--- config.mk ---
export PLATFORM = sky130hd
export DESIGN_NAME = utf8_stream_validator_core
export DESIGN_NICKNAME = d
export VERILOG_FILES = /design/src/rtl/utf8v_pkg.sv /design/src/rtl/utf8v_step.sv /design/src/rtl/utf8_stream_validator_core.sv
export SDC_FILE = /design/constraint.sdc
export NUM_CORES = 1
export LEC_CHECK = 0
export ABC_CLOCK_PERIOD_IN_PS = 4240
export BUFFER_PORTS_ARGS = -buffer_cell sky130_fd_sc_hd__buf_2
export CAP_MARGIN = 20
export CELL_PAD_IN_SITES_DETAIL_PLACEMENT = 1
export CELL_PAD_IN_SITES_GLOBAL_PLACEMENT = 2
export CORE_ASPECT_RATIO = 1.4
export CORE_MARGIN = 5
export CORE_UTILIZATION = 41
export CTS_CLUSTER_DIAMETER = 60
export DETAILED_ROUTE_END_ITERATION = 10
export GPL_TIMING_DRIVEN = 0
export PLACE_DENSITY = 0.86
export SETUP_SLACK_MARGIN = 0.02
export SLEW_MARGIN = 20
export SYNTH_ARGS = -nofsm -noshare
export SYNTH_HDL_FRONTEND = slang
export SYNTH_SLANG_ARGS = --single-unit
--- constraint.sdc ---
create_clock -name clk -period 4.24 [get_ports clk]
set_clock_uncertainty 0.2 [all_clocks]
set_input_delay 1.272 -clock clk [delete_from_list [all_inputs] [get_ports clk]]
set_output_delay 1.272 -clock clk [all_outputs]
set_load 0.02 [all_outputs]
--- src/rtl/utf8v_pkg.sv ---
// utf8v_pkg: item, verdict and sequence-state types for the UTF-8 stream validator.
// Also holds the lead-byte bounds and error codes. Depends on nothing.
package utf8v_pkg;

  typedef struct packed {
    logic [7:0] data_byte;
    logic       byte_present;
    logic       end_of_string;
  } byte_item_t;

  typedef struct packed {
    logic        string_valid;
    logic [1:0]  error_kind;
    logic [15:0] error_offset;
  } verdict_t;

  localparam logic [1:0] ERR_NONE      = 2'd0;
  localparam logic [1:0] ERR_INVALID   = 2'd1;
  localparam logic [1:0] ERR_TRUNCATED = 2'd2;

  // Lead-byte class boundaries and second-byte limits
  localparam logic [7:0] LEAD_ASCII_END = 8'h80;
  localparam logic [7:0] LEAD_2B_MIN    = 8'hC2;
  localparam logic [7:0] LEAD_3B_FIRST  = 8'hE0;
  localparam logic [7:0] LEAD_SURR      = 8'hED;
  localparam logic [7:0] LEAD_4B_FIRST  = 8'hF0;
  localparam logic [7:0] LEAD_4B_LAST   = 8'hF4;
  localparam logic [7:0] SECOND_A0      = 8'hA0;
  localparam logic [7:0] SECOND_90      = 8'h90;
  localparam logic [7:0] CONT_MASK      = 8'hC0;
  localparam logic [7:0] CONT_TAG       = 8'h80;

  typedef struct packed {
    logic [1:0]  bytes_still_expected;
    logic [7:0]  sequence_lead;
    logic [1:0]  position_in_sequence;
    logic        sequence_has_fault;
    logic        error_seen;
    logic [1:0]  seen_error_kind;
    logic [15:0] running_offset;
    logic [15:0] lead_offset;
    logic [15:0] seen_error_offset;
  } seq_state_t;

endpackage

--- src/rtl/utf8v_step.sv ---
// utf8v_step: next-state and verdict logic for one item of the stream.
// Depends on utf8v_pkg.
module utf8v_step #(
  parameter logic [15:0] OffsetCap = 16'hFFFF
) (
  input  utf8v_pkg::seq_state_t st,
  input  utf8v_pkg::byte_item_t item,
  output utf8v_pkg::seq_state_t st_next,
  output logic                  emit,
  output utf8v_pkg::verdict_t   result
);
  import utf8v_pkg::*;

  function automatic logic is_cont(input logic [7:0] b);
    return (b & CONT_MASK) == CONT_TAG;
  endfunction

  function automatic logic second_bad(input logic [7:0] lead, input logic [7:0] b);
    logic bad;
    bad = !is_cont(b);
    if (lead == LEAD_3B_FIRST && b < SECOND_A0) bad = 1'b1;
    if (lead == LEAD_SURR && b >= SECOND_A0) bad = 1'b1;
    if (lead == LEAD_4B_FIRST && b < SECOND_90) bad = 1'b1;
    if (lead == LEAD_4B_LAST && b >= SECOND_90) bad = 1'b1;
    return bad;
  endfunction

  seq_state_t s;
  logic [7:0] b;

  always_comb begin
    s      = st;
    b      = item.data_byte;
    emit   = item.end_of_string;
    result = '0;

    if (item.byte_present) begin
      if (!s.error_seen) begin
        if (s.bytes_still_expected == 2'd0) begin
          // open a new sequence at this lead
          s.sequence_lead        = b;
          s.lead_offset          = s.running_offset;
          s.position_in_sequence = 2'd1;
          s.sequence_has_fault   = 1'b0;
          if (b < LEAD_ASCII_END) begin
            s.position_in_sequence = 2'd0;
          end else if (b < LEAD_3B_FIRST) begin
            s.bytes_still_expected = 2'd1;
            s.sequence_has_fault   = (b < LEAD_2B_MIN);
          end else if (b < LEAD_4B_FIRST) begin
            s.bytes_still_expected = 2'd2;
          end else begin
            s.bytes_still_expected = 2'd3;
            s.sequence_has_fault   = (b > LEAD_4B_LAST);
          end
        end else begin
          if (s.position_in_sequence == 2'd1) begin
            if (second_bad(s.sequence_lead, b)) s.sequence_has_fault = 1'b1;
          end else if (!is_cont(b)) begin
            s.sequence_has_fault = 1'b1;
          end
          s.position_in_sequence = s.position_in_sequence + 2'd1;
          s.bytes_still_expected = s.bytes_still_expected - 2'd1;
          if (s.bytes_still_expected == 2'd0) begin
            s.position_in_sequence = 2'd0;
            if (s.sequence_has_fault) begin
              s.error_seen        = 1'b1;
              s.seen_error_kind   = ERR_INVALID;
              s.seen_error_offset = s.lead_offset;
            end
            s.sequence_has_fault = 1'b0;
          end
        end
      end
      if (s.running_offset < OffsetCap) s.running_offset = s.running_offset + 16'd1;
    end

    if (item.end_of_string) begin
      // a sequence cut off by the end counts as truncated
      if (!s.error_seen && s.bytes_still_expected != 2'd0) begin
        s.error_seen        = 1'b1;
        s.seen_error_kind   = ERR_TRUNCATED;
        s.seen_error_offset = s.lead_offset;
      end
      result.string_valid = !s.error_seen;
      result.error_kind   = s.error_seen ? s.seen_error_kind : ERR_NONE;
      result.error_offset = s.error_seen ? s.seen_error_offset : 16'd0;
      s = '0;
    end

    st_next = s;
  end

endmodule

--- src/rtl/utf8_stream_validator_core.sv ---
// utf8_stream_validator_core: top level of the UTF-8 stream validator.
// Depends on utf8v_pkg and utf8v_step.
//
//  channel  | handshake                  | payload   | items
//  ---------+----------------------------+-----------+------------------------------
//  input    | byte_valid / byte_ready    | byte_item | one byte or bare end marker
//  output   | verdict_valid / verdict_ready | verdict | one verdict per end_of_string
//
// Flow: one item per cycle while the result register is empty or being taken; an
//   item waits in the input register, and an end item's verdict is registered as it advances.
// The per-string sequence state is computed combinationally from the held item
//   and committed only when that item advances.
// Reset: rst (synchronous) clears both stages' valid flags and all sequence state.
// Stalls: while a verdict waits, the held item stays put; the input register
//   still takes a new item whenever it is empty.
module utf8_stream_validator_core #(
  parameter int MAX_STRING_BYTES = 65536
) (
  input  logic                  clk,
  input  logic                  rst,
  input  logic                  byte_valid,
  output logic                  byte_ready,
  input  utf8v_pkg::byte_item_t byte_item,
  output logic                  verdict_valid,
  input  logic                  verdict_ready,
  output utf8v_pkg::verdict_t   verdict
);
  import utf8v_pkg::*;

  // Offsets saturate at the lesser of MAX_STRING_BYTES - 1 and 65535
  localparam logic [15:0] OFFSET_CAP =
    (MAX_STRING_BYTES - 1 > 65535) ? 16'hFFFF : 16'(MAX_STRING_BYTES - 1);

  byte_item_t hold;
  logic       hold_valid;
  seq_state_t st;
  seq_state_t st_next;
  logic       emit;
  verdict_t   result;
  logic       out_free;
  logic       advance;

  // The result register frees up this cycle if empty or being taken
  assign out_free   = !verdict_valid || verdict_ready;
  // Advance the held item into the state when its verdict has a place to go
  assign advance    = hold_valid && out_free;
  assign byte_ready = !hold_valid || out_free;

  utf8v_step #(
    .OffsetCap(OFFSET_CAP)
  ) u_step (
    .st     (st),
    .item   (hold),
    .st_next(st_next),
    .emit   (emit),
    .result (result)
  );

  // Input register
  always_ff @(posedge clk) begin
    if (rst) begin
      hold_valid <= 1'b0;
    end else if (byte_valid && byte_ready) begin
      hold_valid <= 1'b1;
    end else if (advance) begin
      hold_valid <= 1'b0;
    end
    if (byte_valid && byte_ready) hold <= byte_item;
  end

  // Sequence state: commit only when the held item advances
  always_ff @(posedge clk) begin
    if (rst) begin
      st <= '0;
    end else if (advance) begin
      st <= st_next;
    end
  end

  // Result register: load the verdict of an end item, drop it once taken
  always_ff @(posedge clk) begin
    if (rst) begin
      verdict_valid <= 1'b0;
    end else if (advance && emit) begin
      verdict_valid <= 1'b1;
    end else if (verdict_ready) begin
      verdict_valid <= 1'b0;
    end
    if (advance && emit) verdict <= result;
  end

`ifndef ASSERT_OFF
  // A verdict is only loaded from an item that ended a string
  a_verdict_from_end: assert property (@(posedge clk) disable iff (rst)
    (advance && !hold.end_of_string) |=> !(verdict_valid && !$past(verdict_valid)))
    else $error("verdict loaded from an item without end_of_string");

  // Valid flag and error code agree
  a_valid_kind: assert property (@(posedge clk) disable iff (rst)
    verdict_valid |-> (verdict.string_valid == (verdict.error_kind == ERR_NONE)))
    else $error("string_valid disagrees with error_kind");

  // No open sequence means no partial position and no pending fault
  a_idle_seq: assert property (@(posedge clk) disable iff (rst)
    (st.bytes_still_expected == 2'd0) |->
      (st.position_in_sequence == 2'd0 && !st.sequence_has_fault))
    else $error("sequence state left dangling");

  // A latched error always carries a kind
  a_latched_kind: assert property (@(posedge clk) disable iff (rst)
    st.error_seen |-> (st.seen_error_kind != ERR_NONE))
    else $error("error latched without a kind");

  // Back-pressure on the input only while an item is held
  a_ready_hold: assert property (@(posedge clk) disable iff (rst)
    !byte_ready |-> hold_valid)
    else $error("input stalled with an empty input register");
`endif

endmodule

==> results.rst, run 1 <==
.. list-table::
   :header-rows: 1

   * - Metric
     - Value
   * - Run status
     - complete, no violations
   * - Clock transition at the registers of the reported paths
     - 0.07 ns
   * - Setup slack of the most critical reg-to-reg path
     - 1.54 ns
   * - Post-synth EDFFs
     - 29
   * - Net count after synthesis
     - 512
   * - Clock sinks
     - 95
   * - Maximum clock path buffer count
     - 2
   * - Num CTS Buffers
     - 9
   * - Top cell type by total area after synthesis
     - sky130_fd_sc_hd__dfxtp_1
   * - RSZ-0062 raised after global routing
     - no
   * - Critical Path End
     - st[14]
   * - Netlist area before placement
     - 0.00467 mm²
   * - Post-Route WL
     - 13500 µm
   * - Sequential area share after synthesis
     - 47.0%
   * - Period Utilization, post-route
     - 77.1%
   * - Pin slew with the least headroom to its limit
     - 0.772 ns
   * - Share of power burned in combinational logic
     - 6.9%
   * - CTS hold repair buffers
     - 0
   * - Overall power consumption
     - 1960 µW
   * - HPWL Detailed
     - 9990 µm
   * - Total number of H-tree levels
     - 3
   * - Number of pins exceeding their max-slew limit in the final report
     - 0
   * - Hold violation total from the final report
     - 0
   * - Height of the chip
     - 136 µm
   * - Initial core utilization
     - 41.6%
   * - CP Max Fanout
     - 22
   * - Count of nets after finishing
     - 556
   * - Type of the most critical hold path
     - flop to flop
   * - Clock tree from TritonCTS
     - built
   * - Final weighted congestion in routability-driven placement
     - 0.804
   * - Root cell of the clock tree
     - sky130_fd_sc_hd__clkbuf_16
   * - Type of the setup path with the least slack
     - primary input to flop
   * - Count of input and output buffers
     - 33
   * - Final sum of negative setup slack
     - 0 ns
   * - Post-DR wirelength/cell
     - 19.7 µm
   * - Worst supply voltage drop on vdd
     - 0.199 mV
   * - Register bit total from synthesis
     - 95
   * - Post-CTS Setup Repair Bufs
     - 0
   * - Power share of the sequential group
     - 49.1%
   * - Launch point of the critical path
     - verdict_ready
   * - Yosys Warn Count
     - 0
   * - R2r endpoint
     - verdict[6]
   * - Unique cell type count in the Yosys netlist
     - 64
   * - Worst-case reg-to-reg path depth
     - 7
   * - Number of nets with antenna violations after routing
     - 0
   * - Fmax
     - 306 MHz
   * - Vias per inst
     - 5.90
   * - Gr usage total
     - 20.7%
   * - Global-route wire length before repair
     - 22100 µm
   * - # DRC
     - 0
   * - Setup Viol. Count Final
     - 0
   * - Clock power frac
     - 44.0%
   * - Total global routing overflow
     - 0
   * - Vias
     - 4063
   * - Width of the die
     - 100 µm
   * - Rows
     - 46
   * - Overall die area
     - 0.0136 mm²
   * - Proportion of layout cells with a drive suffix above 1
     - 18.3%
   * - Post-route minimum period
     - 3.27 ns
   * - Area fraction of the dominant cell type after synthesis
     - 28.3%
   * - Via count of the first global-routing pass
     - 4284
   * - FILL cells
     - 1316
   * - Share of synthesized flip-flops with an asynchronous set or reset
     - 0%
   * - Pleak
     - 0.00172 µW
   * - Cell types occupying the most area after synthesis
     - sky130_fd_sc_hd__dfxtp_1 28%, sky130_fd_sc_hd__edfxtp_1 19%, sky130_fd_sc_hd__a21oi_1 4.5%, sky130_fd_sc_hd__nand2_1 4.5%, sky130_fd_sc_hd__nand3_1 3.3%
   * - Diode count
     - 0
   * - Setup crit end kind
     - flop
   * - Headroom to the max-slew limit
     - 48.4%
   * - First drt pass iteration count
     - 4
   * - Critical path launch point type
     - primary input
   * - Power density normalized to cell area
     - 368 mW/mm²
   * - Maximum number of pins on one net before global-route repair
     - 23
   * - Placeable Area
     - 0.0112 mm²
   * - Switching share of power
     - 23.2%
   * - Required @ worst endpoint
     - 4.33 ns
   * - PostCTS Resize Cnt
     - 0
   * - Reg-to-Reg Start
     - hold[9]
   * - Number of ports placed on the die boundary
     - 35
   * - Synth-to-layout area growth
     - 14.1%
   * - Avg Inst Size Synth
     - 9.41 µm²
   * - Total of max-cap violations
     - 0
   * - Fin Hold WS
     - 0.254 ns
   * - Antenna violations before repair
     - 0
   * - Gate count of the mapped netlist
     - 496
   * - Internal portion of total power
     - 1510 µW
   * - Clock network latency to the later pin of the worst-skew pair
     - 0.35 ns
   * - Iteration-0 DRC count of the detailed router
     - 118
   * - Post-Route Utilization
     - 47.5%
   * - Switch Pwr
     - 454 µW
   * - Most frequently used flop master after synthesis
     - sky130_fd_sc_hd__dfxtp_1
   * - Data arrival at the endpoint of the critical path
     - 3.36 ns
[per-stage QoR]
stage	setup WS [ns]	instance area, µm²	instances
after floorplan	1.22	4670	496
after global placement	0.642	5010	673
after detailed placement	0.572	5010	673
after CTS	0.937	5330	689
after global routing	0.833	5330	689
final	0.973	5330	689
[critical path, stage by stage]
cell	delay (ns)
sky130_fd_sc_hd__buf_2	0.10
sky130_fd_sc_hd__nand2b_1	0.12
sky130_fd_sc_hd__buf_2	0.17
sky130_fd_sc_hd__and3_4	0.31
sky130_fd_sc_hd__or2_0	0.23
sky130_fd_sc_hd__clkbuf_1	0.20
sky130_fd_sc_hd__a21oi_2	0.43
sky130_fd_sc_hd__buf_2	0.33
sky130_fd_sc_hd__a22o_1	0.18
[registers in the layout, summed over array words and instances, names as in the netlist]
register and flops:
verdict 19, st 64, hold 10, hold_valid 1
verdict_valid 1
[cells in the mapped netlist (3+ instances only)]
cell type / count
sky130_fd_sc_hd__nand2_1: 56
sky130_fd_sc_hd__o211ai_1: 5
sky130_fd_sc_hd__buf_6: 6
sky130_fd_sc_hd__a21oi_1: 42
sky130_fd_sc_hd__o41ai_1: 16
sky130_fd_sc_hd__inv_1: 5
sky130_fd_sc_hd__a22o_1: 16
sky130_fd_sc_hd__nor3_2: 3
sky130_fd_sc_hd__o21ai_0: 28
sky130_fd_sc_hd__nor2_1: 33
sky130_fd_sc_hd__and2_1: 6
sky130_fd_sc_hd__nand3_1: 31
sky130_fd_sc_hd__edfxtp_1: 29
sky130_fd_sc_hd__buf_2: 16
sky130_fd_sc_hd__and3_1: 3
sky130_fd_sc_hd__a22oi_1: 16
sky130_fd_sc_hd__nand2b_1: 3
sky130_fd_sc_hd__a31oi_2: 9
sky130_fd_sc_hd__dfxtp_1: 66
sky130_fd_sc_hd__a31oi_1: 10
sky130_fd_sc_hd__clkbuf_1: 19
sky130_fd_sc_hd__or4_1: 6
sky130_fd_sc_hd__o211a_1: 3
sky130_fd_sc_hd__o31ai_1: 4
sky130_fd_sc_hd__or3_1: 10
sky130_fd_sc_hd__nand4_1: 4
[power by group through the flow]
stage / clock [µW] / combinational (µW) / sequential (µW)
global placement: 0 / 133 / 981
detailed placement: 0 / 136 / 982
finish: 863 / 135 / 962
floorplan: 0 / 82.3 / 988
global route: 923 / 147 / 963
CTS: 884 / 137 / 962
[cell type report]
type | count | area, µm² | share of cell area [%]
Sequential cell | 95 | 2190 | 41.2
Buffer | 44 | 239 | 4.49
Multi-Input combinational cell | 352 | 2220 | 41.6
Clock buffer | 10 | 229 | 4.30
Tap cell | 144 | 180 | 3.38
Clock inverter | 6 | 85.1 | 1.60
Inverter | 5 | 18.8 | 0.352
Timing Repair Buffer | 33 | 165 | 3.10
[routing by layer]
layer / global-route usage [%] / up-vias / share of wire (%)
li1: - / 1959 / -
met1: 23.2 / 2015 / 41
met2: 37.9 / 69 / 54
met3: 2.46 / 20 / 2.5
met4: 10.3 / 0 / 3.0
met5: 0 / - / 0
[kinds of logic (layout without fill, tap and decap cells)]
family	count (synthesis)	count (layout)	share of synthesized area [%]
AND/OR/NAND/NOR	180	180	21.0
AO/OA/AOI/OAI	165	165	24.9
flip-flops	95	95	47.0
buffers and inverters	49	98	5.52
XOR/XNOR	3	3	0.563
adder cells (fa/ha/maj)	2	2	0.536
multiplexers	2	2	0.509
[layout by cell type (no fill, tap or decap), drive strengths merged, types with 3 or more instances in the layout]
master   n
a21oi   44
a22o    16
a22oi   16
a31oi   19
and2     6
and3     4
buf     57
clkbuf  30
dfxtp   66
edfxtp  29
inv      5
nand2   56
nand2b   4
nand3   31
nand4    4
nor2    33
nor3     6
nor4     3
nor4b    3
o211a    3
o211ai   5
o21ai   29
o31ai    4
o41ai   16
or2      3
or3     10
or4      6
[worst min-delay path by stage]
| stage | endpoint | startpoint | cells past startpoint |
|---|---|---|---|
| final | st[59] | st[59] | 2 |
| after global routing | st[59] | st[59] | 2 |
| after CTS | st[59] | st[59] | 2 |
| after detailed placement | st[59] | st[59] | 2 |
| after global placement | st[55] | st[55] | 2 |
| after floorplan | st[55] | st[55] | 2 |
No activity file was read; power rests on OpenSTA's default activity.
==> inputs of run 2 (changes only) <==
Settings changed: ABC_CLOCK_PERIOD_IN_PS 4240 to 3400, CORE_UTILIZATION 41 to 38, PLACE_DENSITY 0.86 to 0.81.
Clock period 4.24 ns to 3.4 ns, I/O delays scaled along.
==> run 2 against run 1 <==
Against the previous run: worst setup slack lost 0.57 ns; count of clock-buffer cells in the layout grew 1; combinational power grew 25%; die area grew 7.2%; critical endpoint is now st[13]; largest cell class unchanged.
==> results.rst, run 2 (synthesized netlist as in run 1, its figures left out) <==
.. list-table::
   :header-rows: 1

   * - Metric
     - Value
   * - Diode count
     - 0 (unchanged)
   * - Num CTS Buffers
     - 9 (unchanged)
   * - Overall die area
     - 0.0146 mm² (was 0.0136 mm²)
   * - Instance count on the critical path
     - 9 (unchanged)
   * - Maximum clock path buffer count
     - 2 (unchanged)
   * - Type of the setup path with the least slack
     - primary input to flop (unchanged)
   * - Worst supply voltage drop on vdd
     - 0.262 mV (was 0.199 mV)
   * - Post-DR wirelength/cell
     - 19.5 µm (was 19.7 µm)
   * - Clock tree from TritonCTS
     - built (unchanged)
   * - Data arrival at the endpoint of the critical path
     - 3.09 ns (was 3.36 ns)
   * - Setup crit end kind
     - flop (unchanged)
   * - Most used cells in the layout excluding fill and tap cells
     - 66 x sky130_fd_sc_hd__dfxtp_1, 56 x sky130_fd_sc_hd__nand2_1, 49 x sky130_fd_sc_hd__buf_2, 42 x sky130_fd_sc_hd__a21oi_1, 33 x sky130_fd_sc_hd__nor2_1 (unchanged)
   * - Required @ worst endpoint
     - 3.49 ns (was 4.33 ns)
   * - Root cell of the clock tree
     - sky130_fd_sc_hd__clkbuf_16 (unchanged)
   * - Number of nets with antenna violations after routing
     - 0 (unchanged)
   * - Largest delay share family, worst path
     - buffers and inverters (unchanged)
   * - Iteration-0 DRC count of the detailed router
     - 208 (was 118)
   * - Largest stage delay on the critical path
     - 0.43 ns (about the same)
   * - Cell with the largest stage delay on the worst path
     - sky130_fd_sc_hd__a21oi_2 (unchanged)
   * - Overall power consumption
     - 2290 µW (was 1960 µW)
   * - Total global routing overflow
     - 0 (unchanged)
   * - CP Max Fanout
     - 22 (unchanged)
   * - Post-route cell area
     - 0.00528 mm² (was 0.00533 mm²)
   * - Proportion of layout cells with a drive suffix above 1
     - 17.8% (was 18.3%)
   * - Share of power burned in combinational logic
     - 7.4% (was 6.9%)
   * - Setup Viol. Count Final
     - 0 (unchanged)
   * - Rows
     - 48 (was 46)
   * - Clock network latency to the later pin of the worst-skew pair
     - 0.35 ns (about the same)
   * - Dominant cell type by count on the critical path
     - sky130_fd_sc_hd__buf_2 (unchanged)
   * - Period Utilization, post-route
     - 88.1%
   * - FILL cells
     - 1464 (was 1316)
   * - Width of the die
     - 104 µm (was 100 µm)
   * - Type of the most critical hold path
     - flop to flop (unchanged)
   * - Power density normalized to cell area
     - 435 mW/mm² (was 368 mW/mm²)
   * - Number of ports placed on the die boundary
     - 35 (unchanged)
   * - R2r endpoint
     - verdict[10] (was verdict[6])
   * - CTS hold repair buffers
     - 0 (unchanged)
   * - Post-route minimum period
     - 2.99 ns
   * - Sequence of cells on the critical path
     - buf_2 -> nand2b_1 -> buf_2 -> and3_4 -> or2_0 -> clkbuf_1 -> a21oi_2 -> buf_2 -> a22o_1 (unchanged)
   * - Switching share of power
     - 24.8% (was 23.2%)
   * - Final weighted congestion in routability-driven placement
     - 0.819 (was 0.804)
   * - Switch Pwr
     - 569 µW (was 454 µW)
   * - Power share of the sequential group
     - 52.3% (was 49.1%)
   * - Vias per inst
     - 5.88 (was 5.90)
   * - Fmax
     - 334 MHz
   * - Run status
     - complete, no violations (unchanged)
   * - FF+latch area
     - 0.00219 mm² (unchanged)
   * - Antenna violations before repair
     - 0 (unchanged)
   * - Area taken by multi-input logic gates
     - 0.00222 mm² (unchanged)
   * - Placeable Area
     - 0.0122 mm² (was 0.0112 mm²)
   * - Vias
     - 4085 (was 4063)
   * - Headroom to the max-slew limit
     - 51.5% (was 48.4%)
   * - Number of pins exceeding their max-slew limit in the final report
     - 0 (unchanged)
   * - Maximum number of pins on one net before global-route repair
     - 23 (unchanged)
   * - Gr usage total
     - 18.6% (was 20.7%)
   * - Reg-to-Reg Start
     - hold[1] (was hold[9])
   * - Clock sinks
     - 95 (unchanged)
   * - Buffering stage count on the worst path with inverters included
     - 4 (unchanged)
   * - Pin slew with the least headroom to its limit
     - 0.726 ns (was 0.772 ns)
   * - Post-CTS Setup Repair Bufs
     - 0 (unchanged)
   * - Setup slack of the most critical reg-to-reg path
     - 0.70 ns (was 1.54 ns)
   * - Count of nets after finishing
     - 556 (unchanged)
   * - RSZ-0062 raised after global routing
     - no (unchanged)
   * - First drt pass iteration count
     - 4 (unchanged)
   * - Clock transition at the registers of the reported paths
     - 0.06 ns (was 0.07 ns)
   * - Launch point of the critical path
     - verdict_ready (unchanged)
   * - Global-route wire length before repair
     - 21900 µm (was 22100 µm)
   * - Height of the chip
     - 141 µm (was 136 µm)
   * - Standard cell area after detailed placement
     - 0.00502 mm² (was 0.00501 mm²)
   * - Hold violation total from the final report
     - 0 (unchanged)
   * - Critical path launch point type
     - primary input (unchanged)
   * - Worst-case reg-to-reg path depth
     - 7 (unchanged)
   * - Count of input and output buffers
     - 33 (unchanged)
   * - Number of flip-flops in the largest register
     - 64 (unchanged)
   * - Synth-to-layout area growth
     - 13.1% (was 14.1%)
   * - Most common cell after layout, fill and taps aside
     - sky130_fd_sc_hd__dfxtp_1 (unchanged)
   * - HPWL Detailed
     - 10100 µm (was 9990 µm)
   * - Clock power frac
     - 40.3% (was 44.0%)
   * - Largest Register
     - st (unchanged)
   * - # DRC
     - 0 (unchanged)
   * - Post-Route WL
     - 13500 µm (about the same)
   * - Via count of the first global-routing pass
     - 4299 (was 4284)
   * - Total number of H-tree levels
     - 3 (unchanged)
   * - Critical Path End
     - st[13] (was st[14])
   * - Total of max-cap violations
     - 0 (unchanged)
   * - Initial core utilization
     - 38.3% (was 41.6%)
   * - Pleak
     - 0.00170 µW (was 0.00172 µW)
   * - PostCTS Resize Cnt
     - 0 (unchanged)
   * - Internal portion of total power
     - 1720 µW (was 1510 µW)
   * - Biggest registers after layout
     - st x64, verdict x19, hold x10 (unchanged)
run 2: changes by cell type in the layout (fill, tap and decap cells not counted), sizes merged:
| cell | change |
|---|---|
| bufinv | -2 |
| clkbuf | +1 |
| clkinv | +2 |
| clkinvlp | -1 |
run 2: cell type report:
class | instances | area share (%)
Inverter | 5 | 0.356
Clock inverter | 5 | 0.474
Buffer | 44 | 4.53
Tap cell | 150 | 3.56
Sequential cell | 95 | 41.5
Multi-Input combinational cell | 352 | 42.0
Clock buffer | 11 | 4.41
Timing Repair Buffer | 33 | 3.13
run 2: worst register-to-register path, stage by stage, from the launching register on:
cell	delay [ns]
sky130_fd_sc_hd__edfxtp_1	0.37
sky130_fd_sc_hd__buf_2	0.21
sky130_fd_sc_hd__nand2b_1	0.16
sky130_fd_sc_hd__a211oi_2	0.64
sky130_fd_sc_hd__buf_4	0.29
sky130_fd_sc_hd__a21oi_1	0.06
sky130_fd_sc_hd__o41ai_1	0.43
sky130_fd_sc_hd__a31oi_2	0.07
run 2: power groups by stage:
stage               sequential, µW  clock [µW]  combinational [µW]
detailed placement            1230           0                 171
CTS                           1200         941                 171
finish                        1200         925                 169
global placement              1220           0                 167
global route                  1200         991                 183
floorplan                     1230           0                 103
run 2: worst min path at each step:
| stage | start | end | slack (ns) | cells past startpoint |
|---|---|---|---|---|
| finish | st[55] | st[55] | 0.26 | 2 |
| floorplan | st[55] | st[55] | 0.23 | 2 |
| global route | st[61] | st[61] | 0.29 | 2 |
| global placement | st[55] | st[55] | 0.24 | 2 |
| detailed placement | st[55] | st[55] | 0.25 | 2 |
| CTS | st[55] | st[55] | 0.26 | 2 |
run 2: per-stage QoR:
| step | setup TNS (ns) | hold WS, ns | utilization, % | worst slack (ns) | instances |
|---|---|---|---|---|---|
| 5_1_grt | 0 | 0.285 | 43.3 | 0.251 | 695 |
| 3_5_place_dp | -0.254 | 0.254 | 41.2 | -0.0320 | 679 |
| 6_report | 0 | 0.257 | 43.3 | 0.405 | 695 |
| 4_1_cts | 0 | 0.263 | 43.3 | 0.336 | 695 |
| 3_3_place_gp | 0 | 0.237 | 41.2 | 0.0372 | 679 |
| 2_1_floorplan | 0 | 0.227 | - | 0.649 | 496 |
run 2: metal layers:
metal,track usage (%),part of all wire (%)
met3,3.34,2.8
met1,20.1,41
met2,35.6,54
met4,7.44,2.1
met5,0,0
